`src/rtl/core/sfd_pkg.sv`:
```
// Shared types and constants for the SLIP frame decoder.
package sfd_pkg;

   localparam int LEN_BITS = 12;

   localparam logic [7:0] CODE_END     = 8'hC0;
   localparam logic [7:0] CODE_ESC     = 8'hDB;
   localparam logic [7:0] CODE_ESC_END = 8'hDC;
   localparam logic [7:0] CODE_ESC_ESC = 8'hDD;

   localparam logic [LEN_BITS-1:0] MAX_LEN_RESET = LEN_BITS'(1560);

   typedef enum logic [1:0] {
      KIND_DATA  = 2'd0,
      KIND_FRAME = 2'd1,
      KIND_OVF   = 2'd2
   } kind_type;

   typedef struct packed {
      logic                escape;
      logic                drop;
      logic [LEN_BITS-1:0] count;
   } state_type;

   typedef struct packed {
      kind_type            kind;
      logic [7:0]          data;
      logic [LEN_BITS-1:0] len;
   } result_type;

endpackage

```
`src/rtl/core/sfd_decode.sv`:
```
// Combinational SLIP decode step: current state and one byte in, next state and result out.
module sfd_decode
   import sfd_pkg::*;
(
   input  logic [7:0]          rx_byte,
   input  state_type           cur,
   input  logic [LEN_BITS-1:0] max_len,
   output state_type           nxt,
   output logic                res_valid,
   output result_type          res
);

   logic [7:0] unesc;

   always_comb begin
      unesc = rx_byte;
      if (cur.escape) begin
         if (rx_byte == CODE_ESC_END) begin
            unesc = CODE_END;
         end else if (rx_byte == CODE_ESC_ESC) begin
            unesc = CODE_ESC;
         end
      end
   end

   always_comb begin
      nxt       = cur;
      res_valid = 1'b0;
      res.kind  = KIND_DATA;
      res.data  = 8'd0;
      res.len   = '0;
      if (rx_byte == CODE_END) begin
         // END leaves the escape flag alone
         nxt.drop = 1'b0;
         if (cur.count != '0) begin
            res_valid = 1'b1;
            res.kind  = KIND_FRAME;
            res.len   = cur.count;
            nxt.count = '0;
         end
      end else if (cur.drop) begin
         nxt = cur;
      end else if (rx_byte == CODE_ESC) begin
         nxt.escape = 1'b1;
      end else if (cur.count >= max_len) begin
         res_valid  = 1'b1;
         res.kind   = KIND_OVF;
         nxt.count  = '0;
         nxt.escape = 1'b0;
         nxt.drop   = 1'b1;
      end else begin
         res_valid  = 1'b1;
         res.kind   = KIND_DATA;
         res.data   = unesc;
         nxt.escape = 1'b0;
         nxt.count  = cur.count + LEN_BITS'(1);
      end
   end

endmodule

```
`src/rtl/core/sfd_out_buf.sv`:
```
// Result register with a skid entry so the ready toward the decoder is registered.
module sfd_out_buf
   import sfd_pkg::*;
(
   input  logic       clock,
   input  logic       reset,
   input  logic       in_valid,
   input  result_type in_res,
   output logic       in_ready,
   output logic       out_valid,
   output result_type out_res,
   input  logic       out_ready
);

   logic       main_valid_ff, main_valid_in;
   logic       skid_valid_ff, skid_valid_in;
   result_type main_ff, main_in;
   result_type skid_ff, skid_in;

   assign in_ready  = !skid_valid_ff;
   assign out_valid = main_valid_ff;
   assign out_res   = main_ff;

   always_comb begin
      main_valid_in = main_valid_ff;
      skid_valid_in = skid_valid_ff;
      main_in       = main_ff;
      skid_in       = skid_ff;
      if (!main_valid_ff || out_ready) begin
         // main slot frees up: refill from skid first, then from the input
         if (skid_valid_ff) begin
            main_in       = skid_ff;
            main_valid_in = 1'b1;
            skid_valid_in = 1'b0;
            if (in_valid) begin
               skid_in       = in_res;
               skid_valid_in = 1'b1;
            end
         end else begin
            main_in       = in_res;
            main_valid_in = in_valid;
         end
      end else if (in_valid && !skid_valid_ff) begin
         skid_in       = in_res;
         skid_valid_in = 1'b1;
      end
   end

   always_ff @(posedge clock) begin
      if (reset) begin
         main_valid_ff <= 1'b0;
         skid_valid_ff <= 1'b0;
      end else begin
         main_valid_ff <= main_valid_in;
         skid_valid_ff <= skid_valid_in;
      end
      main_ff <= main_in;
      skid_ff <= skid_in;
   end

   a_skid_needs_main: assert property (@(posedge clock) disable iff (reset)
      skid_valid_ff |-> main_valid_ff)
      else $error("skid entry held while main slot empty");

   a_stall_holds: assert property (@(posedge clock) disable iff (reset)
      (main_valid_ff && !out_ready) |=> (main_valid_ff && $stable(main_ff)))
      else $error("stalled result changed");

   a_no_overrun: assert property (@(posedge clock) disable iff (reset)
      (skid_valid_ff && main_valid_ff && !out_ready) |=> skid_valid_ff)
      else $error("skid entry lost under stall");

endmodule

```
`src/rtl/core/slip_frame_decoder.sv`:
```
// Top level of the SLIP frame decoder: input register, decode state and result buffer.
//
// Usage:
//   req_*  : raw serial bytes, one per transaction, rx_byte in req_tdata[7:0].
//   rsp_*  : decoded results, at most one per input byte. rsp_tuser holds the
//            kind (data byte, frame complete, overflow); rsp_tdata holds the
//            decoded byte and the frame length.
//   csr_*  : write of max_frame_len; write it only while the decoder is idle.
// Path: an accepted byte lands in the input register, is decoded and is written
//   to the result register, or to the skid entry while that register is stalled.
// Throughput: one byte per cycle while the result buffer has room, set by the
//   combinational decode between the input register and the result register.
// Reset: synchronous; clears escape, drop mode, byte count and all valids, and
//   loads max_frame_len with 1560.
// Stall: when rsp_tready is low the result register holds, one more result goes
//   into the skid entry, and req_tready drops once that entry and the input
//   register are both full. No transaction is lost or repeated.
module slip_frame_decoder
   import sfd_pkg::*;
(
   input  logic                clock,
   input  logic                reset,
   // req_tdata: [7:0] rx_byte
   input  logic                req_tvalid,
   output logic                req_tready,
   input  logic [7:0]          req_tdata,
   // rsp_tdata: [7:0] data_byte, [19:8] frame_length, [23:20] zero
   output logic                rsp_tvalid,
   input  logic                rsp_tready,
   output logic [23:0]         rsp_tdata,
   // rsp_tuser: [1:0] kind
   output logic [1:0]          rsp_tuser,
   // csr_data: [11:0] max_frame_len
   input  logic                csr_valid,
   output logic                csr_ready,
   input  logic [LEN_BITS-1:0] csr_data
);

   // input register
   logic       in_valid_ff, in_valid_in;
   logic [7:0] in_byte_ff,  in_byte_in;

   // decode state and config
   state_type           state_ff, state_in;
   logic [LEN_BITS-1:0] max_len_ff, max_len_in;

   state_type  nxt_state;
   logic       dec_valid;
   result_type dec_res;
   logic       buf_ready;
   logic       advance;
   result_type out_res;

   assign csr_ready = 1'b1;

   // the buffer's ready is registered, so no path runs from rsp_tready here
   assign advance    = in_valid_ff && buf_ready;
   assign req_tready = !in_valid_ff || buf_ready;

   sfd_decode u_decode (
      .rx_byte   (in_byte_ff),
      .cur       (state_ff),
      .max_len   (max_len_ff),
      .nxt       (nxt_state),
      .res_valid (dec_valid),
      .res       (dec_res)
   );

   sfd_out_buf u_out_buf (
      .clock     (clock),
      .reset     (reset),
      .in_valid  (advance && dec_valid),
      .in_res    (dec_res),
      .in_ready  (buf_ready),
      .out_valid (rsp_tvalid),
      .out_res   (out_res),
      .out_ready (rsp_tready)
   );

   assign rsp_tdata = {4'd0, out_res.len, out_res.data};
   assign rsp_tuser = out_res.kind;

   always_comb begin
      in_valid_in = in_valid_ff;
      in_byte_in  = in_byte_ff;
      state_in    = state_ff;
      max_len_in  = max_len_ff;
      if (advance) begin
         in_valid_in = 1'b0;
         state_in    = nxt_state;
      end
      if (req_tvalid && req_tready) begin
         in_valid_in = 1'b1;
         in_byte_in  = req_tdata;
      end
      if (csr_valid && csr_ready) begin
         max_len_in = csr_data;
      end
   end

   always_ff @(posedge clock) begin
      if (reset) begin
         in_valid_ff <= 1'b0;
         state_ff    <= '0;
         max_len_ff  <= MAX_LEN_RESET;
      end else begin
         in_valid_ff <= in_valid_in;
         state_ff    <= state_in;
         max_len_ff  <= max_len_in;
      end
      in_byte_ff <= in_byte_in;
   end

   // in drop mode nothing is counted
   a_drop_zero_count: assert property (@(posedge clock) disable iff (reset)
      state_ff.drop |-> (state_ff.count == '0))
      else $error("byte count nonzero in drop mode");

   // an overflow result always puts the decoder into drop mode
   a_ovf_enters_drop: assert property (@(posedge clock) disable iff (reset)
      (advance && dec_valid && dec_res.kind == KIND_OVF) |=> state_ff.drop)
      else $error("overflow without drop mode");

   // a frame-complete result never reports an empty frame
   a_frame_nonempty: assert property (@(posedge clock) disable iff (reset)
      (rsp_tvalid && rsp_tuser == KIND_FRAME) |-> (rsp_tdata[19:8] != '0))
      else $error("empty frame reported");

   // state moves only when a byte is consumed
   a_state_holds: assert property (@(posedge clock) disable iff (reset)
      !advance |=> $stable(state_ff))
      else $error("decode state changed without a byte");

endmodule

```
`config.mk`:
```
export PLATFORM = sky130hd
export DESIGN_NAME = slip_frame_decoder
export DESIGN_NICKNAME = d
export VERILOG_FILES = /design/src/rtl/core/sfd_pkg.sv /design/src/rtl/core/sfd_decode.sv /design/src/rtl/core/sfd_out_buf.sv /design/src/rtl/core/slip_frame_decoder.sv
export SDC_FILE = /design/constraint.sdc
export NUM_CORES = 1
export LEC_CHECK = 0
export BUFFER_PORTS_ARGS = -buffer_cell sky130_fd_sc_hd__buf_2
export CORE_MARGIN = 5
export CORE_UTILIZATION = 30
export DETAILED_ROUTE_END_ITERATION = 6
export GPL_TIMING_DRIVEN = 0
export PLACE_DENSITY = 0.51
export SLEW_MARGIN = 25
export SYNTH_ARGS = -nofsm -noshare
export SYNTH_HDL_FRONTEND = slang
export SYNTH_SLANG_ARGS = --single-unit
export TNS_END_PERCENT = 100
```
`constraint.sdc`:
```
create_clock -name clock -period 5.3 [get_ports clock]
set_clock_uncertainty 0.2 [all_clocks]
set_input_delay 0.265 -clock clock [delete_from_list [all_inputs] [get_ports clock]]
set_output_delay 0.265 -clock clock [all_outputs]
set_load 0.05 [all_outputs]
```
==> results of run 1 <==
[critical path, delay by kind of cell, from the launching register on]
family	cells	cell delay, ns
simple gates	3	1.29
compound gates	2	0.35
flops	1	0.44
[timing repair]
action	in CTS	in global routing
hold endpoints to repair	21	0
gates resized for setup	0	0
hold buffers	21	0
[per-layer routing]
metal | wire (um) | track usage | part of all wire
met4 | 125 | 0.0378 | 0.016
met5 | 0 | 0 | 0
met3 | 367 | 0.0288 | 0.048
met1 | 3750 | 0.148 | 0.49
met2 | 3410 | 0.169 | 0.45
[cells in the mapped netlist, types with 3 or more instances]
master	n	area, um2
edfxtp_1	52	1560
dfxtp_1	29	581
nor2_1	25	93.8
mux2_2	19	214
and2_1	18	113
inv_1	17	63.8
mux2i_1	15	150
ha_1	14	175
nand2_1	14	52.6
nand3_1	13	65.1
a21oi_1	12	60.1
clkbuf_1	8	30.0
a22o_1	7	61.3
buf_4	5	37.5
nand4_1	5	31.3
nor2b_1	5	31.3
a31oi_1	4	25.0
nor3_1	4	20.0
o211ai_1	4	30.0
and3_1	3	18.8
buf_2	3	15.0
nor3b_1	3	22.5
nor4_1	3	18.8
[layout make-up]
type | instances | share of cell area
plain buffers | 18 | 0.0203
clock buffers | 10 | 0.0477
clock inverters | 6 | 0.0240
inverters | 17 | 0.0133
multi-input cells | 200 | 0.311
flip-flops and latches | 81 | 0.447
well taps | 172 | 0.0449
repair buffers | 67 | 0.0918
[worst max-delay path by stage]
stage,from,to,cells past startpoint
finish,in_byte_ff[1],u_out_buf.skid_ff[0],5
global route,in_byte_ff[1],u_out_buf.skid_ff[21],5
CTS,in_byte_ff[1],u_out_buf.skid_ff[12],5
detailed placement,in_byte_ff[1],u_out_buf.skid_ff[0],5
global placement,in_byte_ff[1],u_out_buf.skid_ff[0],5
floorplan,u_out_buf.out_valid,u_out_buf.skid_ff[0],2
[where the power goes]
group | internal [mW] | switching (mW)
logic | 0.0498 | 0.0838
registers | 0.690 | 0.00967
clock network | 0.463 | 0.253
total | 1.20 | 0.347
[layout by cell type, fill, tap and decap left out, drive strengths merged, types with 15 or more instances in the layout]
cell	n
and2	18
buf	56
clkbuf	18
dfxtp	29
dlygate4sd3	21
edfxtp	52
inv	18
mux2	19
mux2i	15
nor2	26
[cell families (layout without fill, tap and decap cells)]
logic type               Yosys count  after routing  synth area share
AO/OA/AOI/OAI                     40             40            0.0829
other                              2              5           0.00199
adder cells (fa/ha/maj)           14             14            0.0464
flip-flops                        81             81             0.567
buffers and inverters             35            118            0.0428
AND/OR/NAND/NOR                  107            107             0.162
multiplexers                      34             34            0.0965
[registers in the layout (all words and copies together) (netlist names)]
signal,count
in_valid_ff,1
u_out_buf.out_valid,1
u_out_buf.out_res,22
u_out_buf.skid_valid_ff,1
state_ff,14
u_out_buf.skid_ff,22
in_byte_ff,8
max_len_ff,12
[stage by stage]
| step | cell area [um2] | util |
|---|---|---|
| after floorplan | 3790 | - |
| after global routing | 4800 | 0.385 |
| after global placement | 4230 | 0.339 |
| after CTS | 4800 | 0.385 |
| after detailed placement | 4240 | 0.340 |
| final | 4800 | 0.385 |
==> reports/qor.csv, run 1 <==
metric,value,unit
clkLatencyLatePin,0.34,ns
layout_min_cycle_time,2.64,ns
max_freq,378,MHz
synth.distinct_cells,51,
die_area,0.0149,mm2
cp-start-kind,flop,
clock-sinks,81,
r2r_setup_slack,2.66,ns
fin_nets,433,
cp.required,5.07,ns
crit_fanout,22,
antenna_found_initial,0,
die_y,122,um
via_per_inst,4.47,
slew_violations,0,
ir_drop,144,uV
grt_max_degree,26,
n_fill_cell,1219,
reg2regPathDepth,5,
postCtsSetupBuffers,0,
dp_hpwl,5.71,mm
crit_type,flop to flop,
worst_slack,2.66,ns
path_cells,or4_4 > nor2_4 > o41a_4 > a21oi_1 > nor2_4,
power,1.55,mW
rows,41,
ios,54,
min-delay-start,reset,
cts_buffer_depth,2,
syn_inst,313,
die_x,122,um
initial_core_util,0.303,
diodes,0,
cts_tree,built,
worstHoldPathCells,2,
multi_input_area,0.00149,mm2
wl_per_cell,13.4,um
io_buffers,46,
stdcell_count,571,
max_cap_viol_count,0,
drc,0,
fin_hold_ws,0.193,ns
syn_area,0.00377,mm2
core-area,0.0125,mm2
hold_path_end,u_out_buf.out_valid,
p_per_area,323,mW/mm2
placed_cells,534,
r2r-start,in_byte_ff[1],
overflow,0,
place_ws,2.63,ns
crit_top_cell,nor2_4,
ff_latch_area,0.00214,mm2
drt-initial-drc-count,158,
root_buffer,clkbuf_16,
cpMaxStageDelayCell,or4_4,
final-setup-viol-count,0,
drive_gt1_frac,0.261,
htreeDepth,3,
p_leak,1.94,nW
grt_pass1_vias,2628,
cp-end-kind,flop,
hold_viol,0,
drt_first_pass_iters,4,
worst_ep_arrival_time,2.41,ns
cts_buffers,9,
ys.flop_type,edfxtp_1,
r2r_end,u_out_buf.skid_ff[0],
slowest_delay,0.61,ns
rsz0062_at_grt,no,
wirelength,7.65,mm
place.gp.congestion,0.777,
yosys_warnings,0,
drtAntennaViolNets,0,
status,"complete, no violations",
vias,2553,
clk_pin_slew,0.06,ns
synth_edf_count,52,
area_delta_synth_final,27.0,%
syn-mean-instance-area,12.1,um2
async_flop_share,0,
finalCritPeriodShare,0.499,
hp-class,input pin to flop,
grt_pass1_wl,12.8,mm
grt_use_total,0.109,
synth_seq_cells,81,
worstMarginPinSlew,0.661,ns
finalSetupTns,0,ns
relSlewSlack,0.559,
yosysSeqAreaShare,0.567,
Note: power is estimated with default switching activity, not from simulation.
==> inputs of run 2 (changes only) <==
Clock period 5.3 ns to 2.6 ns, I/O delays scaled along.
==> reports/qor.csv, run 2 (synthesis gave the netlist of run 1 again) <==
metric,value,unit,change
status,"complete, no violations",,unchanged
hp-class,input pin to flop,,unchanged
r2r_setup_slack,0.11,ns,was 2.66 ns
path_buf_inv,0,,unchanged
relSlewSlack,0.526,,was 0.559
crit_fanout,11,,was 22
max_freq,401,MHz,was 378 MHz
clk_pin_slew,0.06,ns,about the same
rsz0062_at_grt,yes,,was no
layout_min_cycle_time,2.49,ns,was 2.64 ns
path_cells,or4_4 > nor2_4 > o41a_4 > a21oi_1 > nor2_4,,unchanged
vias,2588,,was 2553
crit_top_cell,nor2_4,,unchanged
final_common_cell,edfxtp_1,,unchanged
p_per_area,671,mW/mm2,was 323 mW/mm2
grt_max_degree,27,,was 26
htreeDepth,3,,unchanged
place_ws,-0.0704,ns,was 2.63 ns
via_per_inst,4.51,,was 4.47
clock-sinks,81,,unchanged
grt_pass1_wl,12.6,mm,was 12.8 mm
diodes,0,,unchanged
final_cell_mix,"52 x edfxtp_1, 48 x buf_2, 28 x dfxtp_1",,"was 52 x edfxtp_1, 49 x buf_2, 29 x dfxtp_1"
slew_violations,0,,unchanged
initial_core_util,0.303,,unchanged
fin_nets,436,,was 433
slowest_delay,0.61,ns,about the same
crit_type,flop to flop,,unchanged
die_y,122,um,unchanged
overflow,0,,unchanged
clkLatencyLatePin,0.33,ns,was 0.34 ns
root_buffer,clkbuf_16,,unchanged
cp-start-kind,flop,,unchanged
cp-end-kind,flop,,unchanged
max_cap_viol_count,0,,unchanged
drive_gt1_frac,0.271,,was 0.261
worstMarginPinSlew,0.712,ns,was 0.661 ns
finalCritPeriodShare,0.959,,was 0.499
cts_tree,built,,unchanged
drtAntennaViolNets,0,,unchanged
core-area,0.0125,mm2,unchanged
cts_buffer_depth,2,,unchanged
worst_slack,0.107,ns,was 2.66 ns
fin_util,0.390,,was 0.385
drt-initial-drc-count,110,,was 158
drc,0,,unchanged
io_buffers,46,,unchanged
wl_per_cell,13.4,um,about the same
grt_use_total,0.107,,was 0.109
final-setup-viol-count,0,,unchanged
cpMaxStageDelayCell,or4_4,,unchanged
place.gp.congestion,0.781,,was 0.777
ir_drop,283,uV,was 144 uV
cts_buffers,9,,unchanged
area_delta_synth_final,28.7,%,was 27.0%
die_area,0.0149,mm2,unchanged
cp.required,2.39,ns,was 5.07 ns
dp_hpwl,5.61,mm,was 5.71 mm
hold_viol,0,,unchanged
worst_ep_arrival_time,2.29,ns,was 2.41 ns
die_x,122,um,unchanged
drt_first_pass_iters,4,,unchanged
crit_family,simple AND/OR/NAND/NOR gates,,unchanged
p_leak,1.97,nW,was 1.94 nW
wirelength,7.70,mm,was 7.65 mm
ios,54,,unchanged
rows,41,,unchanged
grt_pass1_vias,2528,,was 2628
antenna_found_initial,0,,unchanged
-- run 2: per-stage QoR --
stage	area, um2	cells	total power [mW]	TNS [ns]	hold WS [ns]
after global routing	4860	574	3.38	-0.0357	0.129
final	4860	574	3.26	0	0.0988
after detailed placement	4240	534	1.71	-1.53	0.110
after floorplan	3790	316	1.64	0	0.0289
after CTS	4830	572	3.29	0	0.0734
after global placement	4230	534	1.70	-8.68	0.108
-- run 2: power breakdown --
part | switching (mW) | leakage, nW | total (mW) | internal, mW
Sequential | 0.0198 | 0.790 | 1.43 | 1.41
Combinational | 0.173 | 1.01 | 0.278 | 0.105
Clock | 0.513 | 0.178 | 1.56 | 1.04
-- run 2: worst paths after layout --
kind / from / end / depth (start not counted)
max: in_byte_ff[1] / u_out_buf.skid_ff[16] / 5
min: reset / u_out_buf.out_valid / 2
max reg2reg: in_byte_ff[1] / u_out_buf.skid_ff[16] / 5
min reg2reg: max_len_ff[10] / max_len_ff[10] / 2
-- run 2: final cells by class --
type	count	area [um2]
clock buffers	10	229
clock inverters	6	138
inverters	17	63.8
fillers	1229	7610
flip-flops and latches	81	2150
repair buffers	69	455
plain buffers	18	100
well taps	172	215
multi-input cells	201	1510
-- run 2: metal layers --
metal	GRT usage	wire [um]
met5	0	0
met4	0.0448	97
met3	0.0246	451
met2	0.160	3430
met1	0.150	3730
-- run 2: timing repair --
action                                 CTS  global route
resized for setup                        1             6
setup endpoints to repair               22            15
buffers inserted                         0             2
gates cloned                             1             0
hold buffers                            21             0
pin swaps                                0             1
endpoints found under the hold margin   21             0
==> inputs of run 3 (changes only) <==
Settings changed: BUFFER_PORTS_ARGS -buffer_cell sky130_fd_sc_hd__buf_2 to unset, DONT_BUFFER_PORTS set to 1, PLACE_DENSITY 0.51 to 0.48.
==> reports/qor.csv, run 3 (synthesis gave the netlist of run 1 again) <==
metric,value,unit,change
drive_gt1_frac,0.185,,was 0.271
via_per_inst,4.55,,was 4.51
grt_pass1_vias,2461,,was 2528
finalCritPeriodShare,0.943,,was 0.959
area_delta_synth_final,20.8,%,was 28.7%
relSlewSlack,0.520,,was 0.526
n_fill_cell,1247,,was 1229
p_seq_frac,0.509,,was 0.437
p_switching,686,uW,was 706 uW
hold_viol,0,,unchanged
worstMarginPinSlew,0.720,ns,was 0.712 ns
fin_nets,390,,was 436
p_per_area,645,mW/mm2,was 671 mW/mm2
clkLatencyLatePin,0.34,ns,was 0.33 ns
io_buffers,0,,was 46
ff_latch_area,0.00214,mm2,was 0.00215 mm2
crit_fanout,8,,was 11
clk_pin_slew,0.06,ns,about the same
slowest_delay,0.36,ns,was 0.61 ns
power_switching_share,0.233,,was 0.217
drt_first_pass_iters,4,,unchanged
clock-sinks,81,,unchanged
p_leak,1.75,nW,was 1.97 nW
max_freq,408,MHz,was 401 MHz
r2r_setup_slack,0.15,ns,was 0.11 ns
die_x,122,um,unchanged
antenna_found_initial,0,,unchanged
final_cell_mix,"52 x edfxtp_1, 27 x dfxtp_1, 24 x nor2_1",,"was 52 x edfxtp_1, 48 x buf_2, 28 x dfxtp_1"
cp.required,2.69,ns,was 2.39 ns
diodes,0,,unchanged
hp-class,input pin to flop,,unchanged
stdcell_count,528,,was 574
worst_slack,0.148,ns,was 0.107 ns
dp_hpwl,5.60,mm,was 5.61 mm
placed_cells,488,,was 534
vias,2404,,was 2588
cts_tree,built,,unchanged
grt_max_degree,27,,unchanged
final-setup-viol-count,0,,unchanged
grt_pass1_wl,12.7,mm,was 12.6 mm
crit_type,flop to flop,,unchanged
root_buffer,clkbuf_16,,unchanged
drt-initial-drc-count,141,,was 110
rows,41,,unchanged
p_clk_frac,0.430,,was 0.477
ir_drop,304,uV,was 283 uV
combinationalPowerShare,0.061,,was 0.085
worst_ep_arrival_time,2.54,ns,was 2.29 ns
place.gp.congestion,0.825,,was 0.781
layout_min_cycle_time,2.45,ns,was 2.49 ns
rsz0062_at_grt,no,,was yes
grt_use_total,0.113,,was 0.107
die_y,122,um,unchanged
htreeDepth,3,,unchanged
wirelength,7.71,mm,was 7.70 mm
place_ws,-0.120,ns,was -0.0704 ns
core-area,0.0125,mm2,unchanged
cts_buffer_depth,2,,unchanged
final_area,0.00456,mm2,was 0.00486 mm2
drc,0,,unchanged
final_common_cell,edfxtp_1,,unchanged
placed_area,0.00401,mm2,was 0.00424 mm2
initial_core_util,0.303,,unchanged
drtAntennaViolNets,0,,unchanged
max_cap_viol_count,0,,unchanged
ios,54,,unchanged
slew_violations,0,,unchanged
cp-end-kind,flop,,unchanged
die_area,0.0149,mm2,unchanged
intPower,2.26,mW,was 2.55 mW
wl_per_cell,14.6,um,was 13.4 um
overflow,0,,unchanged
cts_buffers,9,,unchanged
cpMaxStageDelayCell,dfxtp_2,,was or4_4
status,"complete, no violations",,unchanged
multi_input_area,0.00152,mm2,was 0.00151 mm2
path_cells,ha_1 > a21oi_1 > o21ai_0 > or3_1 > nor4_4 > buf_4 > and2_1 > mux2_2,,was or4_4 > nor2_4 > o41a_4 > a21oi_1 > nor2_4
cp-start-kind,flop,,unchanged
-- run 3: cell type report --
type / instances / area share
Clock buffer: 12 / 0.0541
Sequential cell: 81 / 0.470
Tap cell: 172 / 0.0472
Multi-Input combinational cell: 201 / 0.333
Clock inverter: 4 / 0.00988
Buffer: 18 / 0.0217
Inverter: 17 / 0.0140
Timing Repair Buffer: 23 / 0.0494
-- run 3: what timing repair did --
action	in CTS	in global routing
pin swaps	0	1
hold endpoints to repair	21	0
setup buffers	0	2
gates cloned	1	0
gates resized for setup	2	6
endpoints found under the setup margin	30	47
hold buffers	21	0
-- run 3: final timing paths --
check | startpoint | to | cells past startpoint
max | state_ff[9] | state_ff[0] | 8
min | req_tvalid | in_byte_ff[5] | 1
max reg2reg | state_ff[9] | state_ff[0] | 8
min reg2reg | max_len_ff[5] | max_len_ff[5] | 2
-- run 3: layer usage --
layer	track usage	vias to the layer above	wire length [um]
met5	0	-	0
met4	0.0763	0	253
met3	0.0325	16	355
met2	0.161	49	3250
met1	0.149	1122	3840
li1	-	1217	-
-- run 3: worst max-delay path: cells and delay by family, from the launching register on --
kind,cells,cell delay [ns]
buffers and inverters,1,0.18
AND/OR/NAND/NOR,3,0.93
multiplexers,1,0.18
flip-flops,1,0.36
adder cells (fa/ha/maj),1,0.32
AO/OA/AOI/OAI,2,0.23
-- run 3: power by group through the flow --
stage | clock [mW] | combinational, mW | sequential [mW]
after floorplan | 0 | 0.124 | 1.52
after global placement | 0 | 0.147 | 1.53
after detailed placement | 0 | 0.152 | 1.53
after CTS | 1.31 | 0.179 | 1.50
after global routing | 1.35 | 0.201 | 1.50
final | 1.26 | 0.180 | 1.50
-- run 3: through the flow --
stage	utilization	hold slack, ns	power [mW]	TNS, ns
floorplan	-	0.0289	1.64	0
global placement	0.321	0.0289	1.67	-13.13
detailed placement	0.322	0.0289	1.68	-2.41
CTS	0.363	0.0142	2.99	0
global route	0.366	0.0339	3.06	0
finish	0.366	0.0265	2.94	0
